--- src/hw/rtl/ppm_fe_pkg.sv ---
`default_nettype none

package ppm_fe_pkg;

   // Frame timing and channel limits
   localparam int SETUP_TIME_US = 500;
   localparam int MAX_CHANNELS  = 16;

   // Job queue geometry
   localparam int Q_DEPTH = 4;
   localparam int Q_AW    = 2;

   // Register indexes (byte address = 4 * index)
   localparam logic [2:0] REG_PPM_MODE        = 3'd0;
   localparam logic [2:0] REG_EXTENDED_LIMITS = 3'd1;
   localparam logic [2:0] REG_SYNC_DELAY      = 3'd2;
   localparam logic [2:0] REG_FRAME_LENGTH    = 3'd3;
   localparam logic [2:0] REG_CHANNEL_SETTING = 3'd4;

   // Output modes
   localparam logic [1:0] MODE_PPM   = 2'd0;
   localparam logic [1:0] MODE_SIM   = 2'd1;
   localparam logic [1:0] MODE_16_LO = 2'd2;
   localparam logic [1:0] MODE_16_HI = 2'd3;

   // Arithmetic constants in half-microsecond ticks
   localparam logic signed [13:0] CLAMP_NORMAL = 14'sd1024;
   localparam logic signed [13:0] CLAMP_EXT    = 14'sd1280;
   localparam logic signed [19:0] FRAME_TICKS  = 20'sd45000;
   localparam logic signed [19:0] REST_MIN     = 20'sd9000;
   localparam logic signed [19:0] REST_MAX     = 20'sd65535;
   localparam logic [15:0]        SETUP_TICKS  = 16'(2 * SETUP_TIME_US);

   // Configuration register file contents
   typedef struct packed {
      logic [1:0] ppm_mode;
      logic       extended_limits;
      logic [4:0] sync_delay;
      logic [6:0] frame_length;
      logic [2:0] channel_setting;
   } cfg_type;

   // One classified channel, waiting for the output side
   typedef struct packed {
      logic [15:0]        sync_word;
      logic [15:0]        chan_word;
      logic signed [19:0] rest;
      logic               half;
      logic               last;
   } job_type;

endpackage

`default_nettype wire

--- src/hw/rtl/ppm_fe_csr.sv ---
`default_nettype none

module ppm_fe_csr
   import ppm_fe_pkg::*;
(
   input  wire logic        clock,
   input  wire logic        reset,
   input  wire logic        psel,
   input  wire logic        penable,
   input  wire logic        pwrite,
   input  wire logic [4:0]  paddr,
   input  wire logic [31:0] pwdata,
   output logic      [31:0] prdata,
   output logic             pready,
   output cfg_type          cfg
);

   cfg_type    cfg_ff;
   cfg_type    cfg_in;
   logic [2:0] reg_index;
   logic       wr_en;

   assign reg_index = paddr[4:2];
   assign wr_en     = psel && penable && pwrite;
   assign pready    = 1'b1;
   assign cfg       = cfg_ff;

   // Update the addressed register on the access cycle
   always_comb begin
      cfg_in = cfg_ff;
      if (wr_en) begin
         unique case (reg_index)
            REG_PPM_MODE:        cfg_in.ppm_mode        = pwdata[1:0];
            REG_EXTENDED_LIMITS: cfg_in.extended_limits = pwdata[0];
            REG_SYNC_DELAY:      cfg_in.sync_delay      = pwdata[4:0];
            REG_FRAME_LENGTH:    cfg_in.frame_length    = pwdata[6:0];
            REG_CHANNEL_SETTING: cfg_in.channel_setting = pwdata[2:0];
            default:             cfg_in = cfg_ff;
         endcase
      end
   end

   always_ff @(posedge clock) begin
      if (reset) begin
         cfg_ff.ppm_mode        <= MODE_PPM;
         cfg_ff.extended_limits <= 1'b0;
         cfg_ff.sync_delay      <= 5'd0;
         cfg_ff.frame_length    <= 7'd0;
         cfg_ff.channel_setting <= 3'd2;
      end else begin
         cfg_ff <= cfg_in;
      end
   end

   // Return the addressed register
   always_comb begin
      unique case (reg_index)
         REG_PPM_MODE:        prdata = {30'd0, cfg_ff.ppm_mode};
         REG_EXTENDED_LIMITS: prdata = {31'd0, cfg_ff.extended_limits};
         REG_SYNC_DELAY:      prdata = {27'd0, cfg_ff.sync_delay};
         REG_FRAME_LENGTH:    prdata = {25'd0, cfg_ff.frame_length};
         REG_CHANNEL_SETTING: prdata = {29'd0, cfg_ff.channel_setting};
         default:             prdata = 32'd0;
      endcase
   end

endmodule

`default_nettype wire

--- src/hw/rtl/ppm_fe_front.sv ---
`default_nettype none

module ppm_fe_front
   import ppm_fe_pkg::*;
(
   input  wire logic               clock,
   input  wire logic               reset,
   input  wire cfg_type            cfg,
   input  wire logic               req_valid,
   output logic                    req_ready,
   input  wire logic signed [11:0] req_channel_value,
   input  wire logic        [10:0] req_channel_center,
   input  wire logic               q_full,
   output logic                    push,
   output job_type                 push_job
);

   logic [4:0]         counter_ff;
   logic [4:0]         counter_in;
   logic signed [19:0] rest_ff;
   logic signed [19:0] rest_in;

   logic               short_mode;
   logic signed [15:0] sync_ext;
   logic [15:0]        sync_w;
   logic signed [19:0] frame_ext;
   logic signed [19:0] frame_start;
   logic signed [13:0] range;
   logic signed [13:0] val_ext;
   logic signed [13:0] val_clamped;
   logic signed [13:0] width_v;
   logic signed [19:0] rest_base;
   logic signed [19:0] rest_new;
   logic [5:0]         count_raw;
   logic [4:0]         frame_count;
   logic [4:0]         counter_next;
   logic               last;

   assign req_ready = !q_full;
   assign push      = req_valid && !q_full;

   // Sync width and frame start from the current registers
   assign short_mode  = (cfg.ppm_mode == MODE_PPM) || (cfg.ppm_mode == MODE_SIM);
   assign sync_ext    = $signed({{11{cfg.sync_delay[4]}}, cfg.sync_delay});
   assign sync_w      = 16'(sync_ext * 16'sd100 + 16'sd600);
   assign frame_ext   = $signed({{13{cfg.frame_length[6]}}, cfg.frame_length}) * 20'sd1000;
   assign frame_start = FRAME_TICKS - $signed({4'd0, sync_w})
                        + (short_mode ? frame_ext : 20'sd0);

   // Clamp the channel value and add twice the centre
   assign range   = cfg.extended_limits ? CLAMP_EXT : CLAMP_NORMAL;
   assign val_ext = 14'(req_channel_value);
   always_comb begin
      priority if (val_ext > range) val_clamped = range;
      else if (val_ext < -range)    val_clamped = -range;
      else                          val_clamped = val_ext;
   end
   assign width_v = val_clamped + $signed({2'd0, req_channel_center, 1'b0});

   // Reload the rest at a frame's first channel
   assign rest_base = (counter_ff == 5'd0) ? frame_start : rest_ff;
   assign rest_new  = rest_base - 20'(width_v);

   // Channels in this frame
   assign count_raw = 6'd4 + {2'd0, cfg.channel_setting, 1'b0};
   always_comb begin
      if (short_mode) begin
         frame_count = (count_raw > 6'(MAX_CHANNELS)) ? 5'(MAX_CHANNELS) : count_raw[4:0];
      end else begin
         frame_count = 5'(MAX_CHANNELS / 2);
      end
   end
   assign counter_next = counter_ff + 5'd1;
   assign last         = counter_next >= frame_count;

   // Build the job for the output side
   always_comb begin
      push_job.sync_word = sync_w;
      push_job.chan_word = 16'(width_v) - sync_w;
      push_job.rest      = rest_new;
      push_job.half      = (cfg.ppm_mode == MODE_SIM) || (cfg.ppm_mode == MODE_16_HI);
      push_job.last      = last;
   end

   // Advance frame state on each transfer
   always_comb begin
      counter_in = counter_ff;
      rest_in    = rest_ff;
      if (push) begin
         counter_in = last ? 5'd0 : counter_next;
         rest_in    = rest_new;
      end
   end

   always_ff @(posedge clock) begin
      if (reset) begin
         counter_ff <= 5'd0;
      end else begin
         counter_ff <= counter_in;
      end
   end

   always_ff @(posedge clock) begin
      rest_ff <= rest_in;
   end

endmodule

`default_nettype wire

--- src/hw/rtl/ppm_fe_queue.sv ---
`default_nettype none

module ppm_fe_queue
   import ppm_fe_pkg::*;
(
   input  wire logic    clock,
   input  wire logic    reset,
   input  wire logic    push,
   input  wire job_type push_job,
   output logic         full,
   input  wire logic    pop,
   output logic         head_valid,
   output job_type      head
);

   job_type         mem_ff [Q_DEPTH];
   logic [Q_AW-1:0] wr_ptr_ff;
   logic [Q_AW-1:0] wr_ptr_in;
   logic [Q_AW-1:0] rd_ptr_ff;
   logic [Q_AW-1:0] rd_ptr_in;
   logic [Q_AW:0]   fill_ff;
   logic [Q_AW:0]   fill_in;

   assign full       = fill_ff == (Q_AW+1)'(Q_DEPTH);
   assign head_valid = fill_ff != '0;
   assign head       = mem_ff[rd_ptr_ff];

   // Advance pointers and fill level
   always_comb begin
      wr_ptr_in = push ? wr_ptr_ff + 1'b1 : wr_ptr_ff;
      rd_ptr_in = pop ? rd_ptr_ff + 1'b1 : rd_ptr_ff;
      fill_in   = fill_ff + (Q_AW+1)'(push) - (Q_AW+1)'(pop);
   end

   always_ff @(posedge clock) begin
      if (reset) begin
         wr_ptr_ff <= '0;
         rd_ptr_ff <= '0;
         fill_ff   <= '0;
      end else begin
         wr_ptr_ff <= wr_ptr_in;
         rd_ptr_ff <= rd_ptr_in;
         fill_ff   <= fill_in;
      end
   end

   // Store the pushed job
   always_ff @(posedge clock) begin
      if (push) begin
         mem_ff[wr_ptr_ff] <= push_job;
      end
   end

endmodule

`default_nettype wire

--- src/hw/rtl/ppm_fe_back.sv ---
`default_nettype none

module ppm_fe_back
   import ppm_fe_pkg::*;
(
   input  wire logic    clock,
   input  wire logic    reset,
   input  wire logic    head_valid,
   input  wire job_type head,
   output logic         pop,
   output logic         rsp_valid,
   input  wire logic    rsp_ready,
   output logic [15:0]  rsp_pulse_width,
   output logic         rsp_second_half,
   output logic         rsp_end_of_frame
);

   typedef enum logic [2:0] {
      W_SYNC,
      W_CHAN,
      W_TAIL_SYNC,
      W_REST,
      W_EOF
   } word_type;

   word_type    word_ff;
   word_type    word_in;
   logic        valid_ff;
   logic        valid_in;
   logic [15:0] width_ff;
   logic [15:0] width_in;
   logic        half_ff;
   logic        half_in;
   logic        eof_ff;
   logic        eof_in;

   logic        advance;
   logic        load;
   logic [15:0] rest_clamped;

   assign advance = !valid_ff || rsp_ready;
   assign load    = advance && head_valid;
   assign pop     = load && (((word_ff == W_CHAN) && !head.last) || (word_ff == W_EOF));

   // Clamp the frame rest to the legal gap range
   always_comb begin
      priority if (head.rest > REST_MAX) rest_clamped = REST_MAX[15:0];
      else if (head.rest < REST_MIN)     rest_clamped = REST_MIN[15:0];
      else                               rest_clamped = head.rest[15:0];
   end

   // Select the next word and step through the job
   always_comb begin
      word_in  = word_ff;
      valid_in = valid_ff;
      width_in = width_ff;
      half_in  = half_ff;
      eof_in   = eof_ff;
      if (load) begin
         valid_in = 1'b1;
         half_in  = head.half;
         eof_in   = 1'b0;
         unique case (word_ff)
            W_SYNC: begin
               width_in = head.sync_word;
               word_in  = W_CHAN;
            end
            W_CHAN: begin
               width_in = head.chan_word;
               word_in  = head.last ? W_TAIL_SYNC : W_SYNC;
            end
            W_TAIL_SYNC: begin
               width_in = head.sync_word;
               word_in  = W_REST;
            end
            W_REST: begin
               width_in = rest_clamped - SETUP_TICKS;
               word_in  = W_EOF;
            end
            W_EOF: begin
               width_in = 16'd0;
               eof_in   = 1'b1;
               word_in  = W_SYNC;
            end
            default: word_in = W_SYNC;
         endcase
      end else if (rsp_ready) begin
         valid_in = 1'b0;
      end
   end

   always_ff @(posedge clock) begin
      if (reset) begin
         word_ff  <= W_SYNC;
         valid_ff <= 1'b0;
      end else begin
         word_ff  <= word_in;
         valid_ff <= valid_in;
         width_ff <= width_in;
         half_ff  <= half_in;
         eof_ff   <= eof_in;
      end
   end

   assign rsp_valid        = valid_ff;
   assign rsp_pulse_width  = width_ff;
   assign rsp_second_half  = half_ff;
   assign rsp_end_of_frame = eof_ff;

endmodule

`default_nettype wire

--- src/hw/rtl/ppm_frame_encoder.sv ---
// Path: a channel's job enters the job queue on its transfer, and its first word is then
//    loaded from the queue head into the output register that drives rsp.
// Output: the output register sends one word per cycle while rsp_ready is high, and a
//    four-entry job queue lets input run ahead of it.
// Reset: synchronous, active high; clears the queue, the channel counter and rsp_valid,
//    and loads the register defaults; the frame rest is reloaded at the first channel.
`default_nettype none

module ppm_frame_encoder
   import ppm_fe_pkg::*;
(
   input  wire logic               clock,
   input  wire logic               reset,
   input  wire logic               req_valid,
   output logic                    req_ready,
   input  wire logic signed [11:0] req_channel_value,
   input  wire logic        [10:0] req_channel_center,
   output logic                    rsp_valid,
   input  wire logic               rsp_ready,
   output logic             [15:0] rsp_pulse_width,
   output logic                    rsp_second_half,
   output logic                    rsp_end_of_frame,
   input  wire logic               psel,
   input  wire logic               penable,
   input  wire logic               pwrite,
   input  wire logic        [4:0]  paddr,
   input  wire logic        [31:0] pwdata,
   output logic             [31:0] prdata,
   output logic                    pready
);

   cfg_type cfg;
   logic    push;
   job_type push_job;
   logic    q_full;
   logic    pop;
   logic    head_valid;
   job_type head;

   ppm_fe_csr u_csr (
      .clock   (clock),
      .reset   (reset),
      .psel    (psel),
      .penable (penable),
      .pwrite  (pwrite),
      .paddr   (paddr),
      .pwdata  (pwdata),
      .prdata  (prdata),
      .pready  (pready),
      .cfg     (cfg)
   );

   ppm_fe_front u_front (
      .clock              (clock),
      .reset              (reset),
      .cfg                (cfg),
      .req_valid          (req_valid),
      .req_ready          (req_ready),
      .req_channel_value  (req_channel_value),
      .req_channel_center (req_channel_center),
      .q_full             (q_full),
      .push               (push),
      .push_job           (push_job)
   );

   ppm_fe_queue u_queue (
      .clock      (clock),
      .reset      (reset),
      .push       (push),
      .push_job   (push_job),
      .full       (q_full),
      .pop        (pop),
      .head_valid (head_valid),
      .head       (head)
   );

   ppm_fe_back u_back (
      .clock            (clock),
      .reset            (reset),
      .head_valid       (head_valid),
      .head             (head),
      .pop              (pop),
      .rsp_valid        (rsp_valid),
      .rsp_ready        (rsp_ready),
      .rsp_pulse_width  (rsp_pulse_width),
      .rsp_second_half  (rsp_second_half),
      .rsp_end_of_frame (rsp_end_of_frame)
   );

endmodule

`default_nettype wire

--- config.mk ---
export PLATFORM = sky130hd
export DESIGN_NAME = ppm_frame_encoder
export DESIGN_NICKNAME = d
export VERILOG_FILES = /design/src/hw/rtl/ppm_fe_pkg.sv /design/src/hw/rtl/ppm_fe_csr.sv /design/src/hw/rtl/ppm_fe_front.sv /design/src/hw/rtl/ppm_fe_queue.sv /design/src/hw/rtl/ppm_fe_back.sv /design/src/hw/rtl/ppm_frame_encoder.sv
export SDC_FILE = /design/constraint.sdc
export NUM_CORES = 1
export LEC_CHECK = 0
export BUFFER_PORTS_ARGS = -buffer_cell sky130_fd_sc_hd__buf_2
export CELL_PAD_IN_SITES_DETAIL_PLACEMENT = 0
export CELL_PAD_IN_SITES_GLOBAL_PLACEMENT = 1
export CORE_ASPECT_RATIO = 0.8
export CORE_UTILIZATION = 40
export DETAILED_ROUTE_END_ITERATION = 10
export PLACE_DENSITY = 0.66
export SLEW_MARGIN = 20
export SYNTH_ARGS = -nofsm -noshare
export SYNTH_HDL_FRONTEND = slang
export SYNTH_SLANG_ARGS = --single-unit
--- constraint.sdc ---
create_clock -name clock -period 7.3 [get_ports clock]
set_clock_uncertainty 0.15 [all_clocks]
set_input_delay 0.365 -clock clock [delete_from_list [all_inputs] [get_ports clock]]
set_output_delay 0.365 -clock clock [all_outputs]
set_load 0.05 [all_outputs]
Word level (Yosys, flattened, before mapping)
Memories as Yosys holds them, arrays and structs flattened. A register that Yosys moved wholly into a read port is not among the register bits.
Cells that the tools add are included.
{"block": "word_totals", "ramBits": 216, "memories": 1, "reg_bits": 72, "inputBits": 67, "out_inout_bits": 53}
{"memory": "u_queue.mem_ff", "words": 4, "word_bits": 54, "rd": 1, "rd_ports_with_merged_regs": 1, "wr": 1, "line_no": "ppm_fe_queue.sv:16", "source": "job_type mem_ff [Q_DEPTH];"}
{"block": "op_classes", "mux": 21, "reduce_logical": 28, "multipliers": 2, "n_lt_le_gt_ge": 6, "eq_ne": 11, "add_sub_neg": 14, "bitwise_logic": 1}
{"operator": "$pmux 16 s4", "n": 1}
{"operator": "$mux 20", "n": 2}
{"operator": "$pmux 7 s5", "n": 1}
{"operator": "$mux 16", "n": 2}
{"operator": "$mux 14", "n": 2}
{"operator": "$add 20x20->20", "n": 1}
{"operator": "$gt 20x17->1 const B", "n": 1}
{"operator": "$lt 20x15->1 const B", "n": 1}
{"operator": "$sub 20x14->20", "n": 1}
{"operator": "$sub 16x16->17 const A", "n": 1}
{"operator": "$add 16x11->16 const B", "n": 1}
{"operator": "$sub 16x10->16 const B", "n": 1}
{"operator": "$sub 16x16->16", "n": 1}
{"operator": "$mul 7x8->15 const B", "n": 1}
{"operator": "$mux 5", "n": 3}
{"operator": "$add 14x13->14", "n": 1}
{"operator": "$lt 12x14->1", "n": 1}
{"operator": "$neg 14->14", "n": 1}
{"operator": "$eq 3x2->1 const B", "n": 4}
{"operator": "$gt 12x12->1", "n": 1}
{"operator": "$pmux 3 s4", "n": 1}
{"operator": "$reduce_and 2->1", "n": 6}
{"operator": "$mul 5x6->11 const B", "n": 1}
{"operator": "$eq 3x3->1 const B", "n": 3}
{"operator": "25 further kinds", "n": 44}

Depth between registers and ports, before layout
Gate-level depths: netlist of run 1.
{"block": "logic_depth", "ltp_word": 7, "mapped_depth": 31}

Modules after synthesis
A second synthesis of run 1 with hierarchy kept.
{"block": "unflattened", "cells_unflattened": 1313, "area_unflattened_um2": 16751.1}
{"module": "ppm_fe_queue", "cells_each": 324, "seq_area_each_um2": 6666.4, "area_each_um2": 8299.2, "instances": 1}
{"module": "ppm_fe_front", "cells_each": 690, "seq_area_each_um2": 700.7, "area_each_um2": 5736.8, "instances": 1}
{"module": "ppm_fe_back", "cells_each": 168, "seq_area_each_um2": 620.6, "area_each_um2": 1534.0, "instances": 1}
{"module": "ppm_fe_csr", "cells_each": 131, "seq_area_each_um2": 360.3, "area_each_um2": 1181.1, "instances": 1}

Worst setup path after synthesis of run 1
No wires, ideal clock.
{"block": "synth_timing", "kind": "register -> register", "start": "register u_csr.cfg_ff, in the netlist u_csr.cfg[12]", "end": "register u_front.rest_ff[19], data pin", "arrival_time_ns": 6.191, "setup_ns": 0.281, "slack_ns": 0.678, "required_ns": 6.869, "path_stages_with_launch": 28, "path_buffers": 0, "synth_period_minus_slack_ns": 6.622, "cell_sequence": "dfxtp_1 inv_1 fa_1 inv_1 ha_1 ha_1 inv_1 fa_1 or3b_2 xnor2_1 inv_1 nor3_1 and3_1 xnor2_1 ha_1 nand3_1 o31a_1 xnor2_1 o21ai_0 ha_1 inv_1 nor2_1 nor2_1 nand3b_1 o31ai_1 o21bai_1 a41oi_1 xnor3_1"}
{"element": "start: declaration", "line_no": "ppm_fe_csr.sv:18", "source": "cfg_type cfg_ff;"}
{"element": "start signal: assignment", "line_no": "ppm_fe_csr.sv:51", "source": "cfg_ff <= cfg_in;"}
{"element": "end signal: assignment", "line_no": "ppm_fe_front.sv:104", "source": "rest_ff <= rest_in;"}
{"element": "end: declaration", "line_no": "ppm_fe_front.sv:20", "source": "logic signed [19:0] rest_ff;"}

==> out/metrics.yaml, run 1 <==
final_area_sq_um: 18200
hold_depth: 4
fin_util_pct: 46.0
cp-end-kind: "flip-flop"
synth_seq_cells: 282
setup_slack_ns: 0.435
min_path_type: "input port to flip-flop"
first_iter_violations: 540
ios: 120
overflow: 0
rr_endpoint: "u_front.rest_ff[19]"
vias: 10153
die_w_microns: 226
numCtsBuffers: 29
cts.sinks: 282
cp_top_family: "adder cells"
globalRouteMet2Util_pct: 28.2
numPortBuffers: 66
synth-async-reset-ratio_pct: 0
max_freq_mhz: 146
ff2ff_setup_slack_ns: 0.43
layout_min_cycle_time_ns: 6.87
postRouteAntennaNets: 0
std_cell_rows: 65
antenna_found_initial: 0
drv_cap: 0
synth_top_area_share_pct: 45.8
post_dp_cell_area_sq_um: 17100
synth_top_cell_by_area: "edfxtp_1"
critPathKind: "flip-flop to flip-flop"
switchingPower_mw: 1.98
clock_power_share_pct: 26.2
fin_tns_setup_ns: 0
drv_slew: 0
grt_pass1_vias: 10154
crit_arrival_ns: 7.01
hold_end: "u_csr.cfg[16]"
die_area_sq_um: 41100
coreArea_sq_um: 39600
clk_latency_ns: 0.58
synth_cells: 1315
syn_area_per_cell_sq_um: 12.3
die_y_microns: 182
cts.clk_slew.worst_paths_ns: 0.06
seq_area_frac_synth_pct: 50.3
synthTopCellsByArea: "edfxtp_1 46%, ha_1 9.9%, mux4_2 5.7%"
worst_setup_path_start_kind: "flip-flop"
hp-start: "paddr[3]"
cts_max_level: 1
cellPowerDensity_nw_per_um2: 320
wirelength_microns: 35900
critPathRequiredTime_ns: 7.44
routabilityCongestion: 0.819
clockBufferDepth: 3
syn_area_sq_um: 16100
cts_root_buf: "clkbuf_16"
yosysWarnings: 0
crit_path_max_fanout: 5
total_power_mw: 5.82
post_drt_wl_per_cell_microns: 18.2
p_int_mw: 3.84
final_nets: 1635
cts_tree: "done"
drt_first_pass_iters: 5
pwr-share-seq_pct: 41.2
vias_per_cell: 5.13
p_comb_share_pct: 32.6
grt_pass1_wl_microns: 56300
ir_drop_mv: 0.183
cpPeakStageDelay_ns: 0.49
finalHoldViolCount: 0
cp_common_cell: "fa_1"
drive_above_1_share_pct: 15.1
gr-usage-all-layers_pct: 17.9
met3_usage_pct: 2.54
setup_violations: 0
leakage_nw: 7.34
synth_flop_cell: "edfxtp_1"
path_buf_inv: 2
grt_busiest_layer: "met2"
grtUsageMet1_pct: 26.4
worstMarginPinSlew_ns: 1.01
grt_max_degree: 53
reg2reg_depth: 28
synth-edff-count: 246
synthDistinctLibCells: 76
dp_slack_ns: 0.290
outcome: "finished clean"
area_growth_pct: 12.9
worst_path_max_delay_cell: "fa_1"
drc_errors: 0
slew_headroom_pct: 32.5
finalCritPeriodShare_pct: 94.0
netSwitchingFraction_pct: 34.0
timing.rr.start: "u_csr.cfg[4]"
hpwl_microns: 26200
initial_core_util_pct: 40.7
per-stage QoR:
stage | hold WS [ns] | instances
after CTS | 0.0515 | 1975
after detailed placement | 0.344 | 1914
after global placement | 0.335 | 1914
final | 0.0770 | 1978
after floorplan | 0.299 | 1339
after global routing | 0.0990 | 1976
state kept, by name, summed over array words and instances, names as in the netlist, 3 cells and up, named ones only:
register,count
u_front.counter_ff,5
u_csr.cfg,18
u_back.rsp_pulse_width,16
u_front.rest_ff,20
u_queue.mem_ff,208
u_queue.fill_ff,3
u_back.word_ff,3
power by group through the flow:
stage / sequential (mW) / combinational [mW] / clock [mW]
after floorplan: 2.48 / 1.28 / 0
after global placement: 2.42 / 1.85 / 0
after detailed placement: 2.43 / 1.88 / 0
after CTS: 2.40 / 1.89 / 1.56
after global routing: 2.43 / 2.08 / 1.63
final: 2.40 / 1.90 / 1.52
routing by layer:
metal  share of wire (%)  up-vias  wire length (microns)
li1                    -     4975                      -
met5                   0        -                      0
met3                 3.8       36                   1360
met1                  50     4974                  17800
met4                 1.7        0                    594
met2                  45      168                  16100
placed cells by master (no fill, tap or decap), types with 8 or more instances in the layout:
cell type	n
edfxtp_1	246
ha_1	128
inv_1	108
nor2_1	100
nand2_1	73
a21oi_1	70
buf_2	66
xnor2_1	60
o21ai_0	53
mux4_2	41
buf_4	35
dfxtp_1	34
nor3_1	30
clkbuf_16	29
nand3_1	28
xor2_1	28
conb_1	26
fa_1	22
a21o_1	21
mux2i_1	21
nand2b_1	18
nor2b_1	17
and3_1	16
mux4_1	9
o21bai_1	8
a22oi_1	8
clkinv_2	8
dlygate4sd3_1	8
worst reg2reg max path, delay by kind of cell (launching register included):
family / cells / cell delay (ns)
adders and majority gates: 7 / 2.93
buffers and inverters: 2 / 0.23
DFF: 1 / 0.33
xor gates and xnor gates: 3 / 0.67
AOI/OAI and AO/OA: 9 / 1.57
and+or+nand+nor: 7 / 0.72
repair_timing:
action	CTS	global route
endpoints found under the hold margin	17	0
resized for setup	0	7
hold buffers	8	0
setup buffers	0	1
endpoints found under the setup margin	0	15
synth_stat cells (all sizes together) (17+ instances only):
| master | n |
|---|---|
| dfxtp | 36 |
| ha | 128 |
| a21oi | 70 |
| inv | 108 |
| nor2b | 17 |
| nor2 | 101 |
| edfxtp | 246 |
| xnor2 | 62 |
| clkbuf | 28 |
| nand2b | 18 |
| buf | 33 |
| mux2i | 21 |
| mux4 | 50 |
| nor3 | 31 |
| fa | 22 |
| nand2 | 74 |
| xor2 | 28 |
| and3 | 21 |
| o21ai | 59 |
| a21o | 21 |
| nand3 | 28 |
cells by family after synthesis:
| family | count (synthesis) | share of synthesized area (%) |
|---|---|---|
| AO/OA/AOI/OAI | 218 | 8.54 |
| XOR/XNOR | 91 | 5.03 |
| adder cells (fa/ha/maj) | 150 | 12.7 |
| buffers and inverters | 169 | 4.84 |
| flip-flops | 282 | 50.3 |
| multiplexers | 72 | 8.57 |
| other | 2 | 0.0466 |
| AND/OR/NAND/NOR | 331 | 10.0 |
worst max-delay path by stage:
stage                   from                     to  depth (start not counted)
2_1_floorplan  u_csr.cfg[12]    u_front.rest_ff[19]                         27
4_1_cts         u_csr.cfg[4]  u_queue.mem_ff[3][20]                         26
3_3_place_gp    u_csr.cfg[4]  u_queue.mem_ff[2][20]                         26
3_5_place_dp    u_csr.cfg[4]  u_queue.mem_ff[2][20]                         26
6_report        u_csr.cfg[4]    u_front.rest_ff[19]                         28
5_1_grt         u_csr.cfg[4]    u_front.rest_ff[19]                         27
area by class of cell:
| class | count | area, sq um |
|---|---|---|
| Fill cell | 3626 | 21400 |
| Sequential cell | 282 | 8110 |
| Multi-Input combinational cell | 888 | 7360 |
| Clock buffer | 36 | 762 |
| Timing Repair Buffer | 109 | 673 |
| Tap cell | 536 | 671 |
| Inverter | 108 | 405 |
| Clock inverter | 17 | 211 |
| Antenna cell | 2 | 5.00 |
Power figures use the tool's default switching activity.
==> run 2: changes to the inputs <==
- BUFFER_PORTS_ARGS: -buffer_cell sky130_fd_sc_hd__buf_2 -> -buffer_cell sky130_fd_sc_hd__buf_4
==> out/metrics.yaml, run 2 (synthesis gave the netlist of run 1 again) <==
cp-end-kind: "flip-flop"
netSwitchingFraction_pct: 34.1  # +0.12 points
layout_min_cycle_time_ns: 6.83  # -0.0308 ns
numCtsBuffers: 29  # unchanged
cpPeakStageDelay_ns: 0.54  # +0.05 ns
postCtsSetupBuffers: 0  # unchanged
largest_register_ffs: 208  # unchanged
routabilityCongestion: 0.810  # -1.1%
finalCritPeriodShare_pct: 93.6  # -0.42 points
drt_first_pass_iters: 5  # unchanged
vias: 10039  # -1.1%
crit_path_max_fanout: 7  # +2
drive_above_1_share_pct: 14.6  # -0.50 points
finalHoldViolCount: 0  # unchanged
cts_tree: "done"
rsz0062_at_grt: "no"
die_w_microns: 226  # unchanged
layout_commonest_cell: "edfxtp_1"
postRouteAntennaNets: 0  # unchanged
cp_common_cell: "ha_1"
ir_drop_mv: 0.176  # -3.7%
ios: 120  # unchanged
drv_slew: 0  # unchanged
grt_max_degree: 53  # unchanged
gr-usage-all-layers_pct: 17.8  # -0.084 points
cts_root_buf: "clkbuf_16"
p_comb_share_pct: 33.2  # +0.6 points
slew_headroom_pct: 44.7  # +12 points
worst_setup_path_start_kind: "flip-flop"
wirelength_microns: 35800  # -0.46%
worstMarginPinSlew_ns: 0.829  # -0.180 ns
seqCellArea_sq_um: 8110  # unchanged
initial_core_util_pct: 40.7  # unchanged
critPathRequiredTime_ns: 7.43  # about the same
antenna_found_initial: 1  # +1
largest_register: "u_queue.mem_ff"
crit_arrival_ns: 6.96  # -0.05 ns
fillers: 3660  # +0.94%
path_buf_inv: 4  # +2
multiInputGateArea_sq_um: 7390  # +0.42%
p_int_mw: 3.78  # -1.6%
grt_pass1_wl_microns: 56300  # about the same
drv_cap: 0  # unchanged
std_cell_rows: 65  # unchanged
leakage_nw: 7.34  # about the same
setup_violations: 0  # unchanged
final_nets: 1631  # -0.24%
cts.sinks: 282  # unchanged
hpwl_microns: 25800  # -1.3%
area_growth_pct: 13.4
outcome: "finished clean"
vias_per_cell: 5.09  # -0.77%
die_area_sq_um: 41100  # unchanged
numPortBuffers: 66  # unchanged
clk_latency_ns: 0.56  # -0.02 ns
clockBufferDepth: 3  # unchanged
cellPowerDensity_nw_per_um2: 314  # -1.9%
final_cell_mix: "246 x edfxtp_1, 128 x ha_1, 108 x inv_1, 99 x nor2_1, 97 x buf_4"
drc_errors: 0  # unchanged
pwr-share-seq_pct: 41.9  # +0.7 points
max_freq_mhz: 146  # +0.45%
min_path_type: "input port to flip-flop"
cts.clk_slew.worst_paths_ns: 0.06  # about the same
overflow: 0  # unchanged
first_iter_violations: 572  # +5.9%
fin_tns_setup_ns: 0  # unchanged
coreArea_sq_um: 39600  # unchanged
critPathKind: "flip-flop to flip-flop"
clock_power_share_pct: 24.9  # -1.3 points
worst_path_max_delay_cell: "fa_1"
antenna_cells: 0  # -2
cts_max_level: 1  # unchanged
post_drt_wl_per_cell_microns: 18.1  # -0.11%
die_y_microns: 182  # unchanged
cp_top_family: "adder cells"
grt_pass1_vias: 10023  # -1.3%
hold_ws_ns: 0.0340  # -0.0430 ns
switchingPower_mw: 1.96  # -1.1%
-- run 2: cell types whose count changed in the layout (fill, tap and decap cells not counted), moves of 2 or more --
cell,before,now
clkinv_2,8,2
diode_2,2,0
a21oi_2,0,2
buf_2,66,0
clkinv_1,0,8
bufinv_16,4,2
xnor2_2,2,4
buf_4,35,97
a21oi_1,70,68
xnor2_1,60,58
-- run 2: layer usage --
layer	GRT usage [%]	wire, microns	vias up
li1	-	-	4960
met1	27.0	18100	4858
met2	27.5	15600	186
met3	2.35	1490	35
met4	3.30	514	0
met5	0	0	-
-- run 2: power by group through the flow --
stage,clock network [mW],logic [mW],registers (mW)
after CTS,1.46,1.90,2.41
after detailed placement,0,1.89,2.44
final,1.43,1.91,2.40
after global placement,0,1.87,2.43
after floorplan,0,1.28,2.48
after global routing,1.52,2.09,2.44
-- run 2: path summary, 6_finish.rpt --
check	depth (start not counted)	end	slack, ns	startpoint
worst max register to register	28	u_queue.mem_ff[1][20]	0.47	u_csr.cfg[12]
worst min register to register	2	u_queue.wr_ptr_ff[1]	0.34	u_queue.wr_ptr_ff[1]
worst min-delay path	4	u_csr.cfg[17]	0.03	paddr[3]
worst max-delay path	28	u_queue.mem_ff[1][20]	0.47	u_csr.cfg[12]
-- run 2: per-stage QoR --
step           util [%]  power [mW]  instance area (sq um)  setup WS, ns  instances
6_report           46.2        5.74                  18300         0.466       1971
5_1_grt            46.2        6.05                  18300       0.00144       1971
4_1_cts            46.0        5.78                  18200         0.205       1971
3_5_place_dp       43.6        4.33                  17300         0.246       1911
3_3_place_gp       43.6        4.30                  17300         0.278       1911
2_1_floorplan         -        3.77                  16200         0.678       1339
-- run 2: worst reg2reg max path: cells and delay by family (launching register included) --
kind,cells,cell delay (ns)
adders and majority gates,6,2.38
AOI/OAI and AO/OA,8,1.48
and+or+nand+nor,6,1.21
xor gates and xnor gates,4,0.64
buffers and inverters,4,0.38
DFF,1,0.33
-- run 2: final cells by class --
class | count | share of cell area (%)
Sequential cell | 282 | 44.4
Multi-Input combinational cell | 888 | 40.4
Timing Repair Buffer | 105 | 4.42
Clock buffer | 36 | 4.11
Tap cell | 536 | 3.67
Inverter | 108 | 2.22
Clock inverter | 16 | 0.800
-- run 2: timing repair --
item / 4_1_cts / 5_1_grt
hold buffers: 8 / 0
resized for setup: 0 / 13
endpoints found under the setup margin: 0 / 15
endpoints found under the hold margin: 19 / 0
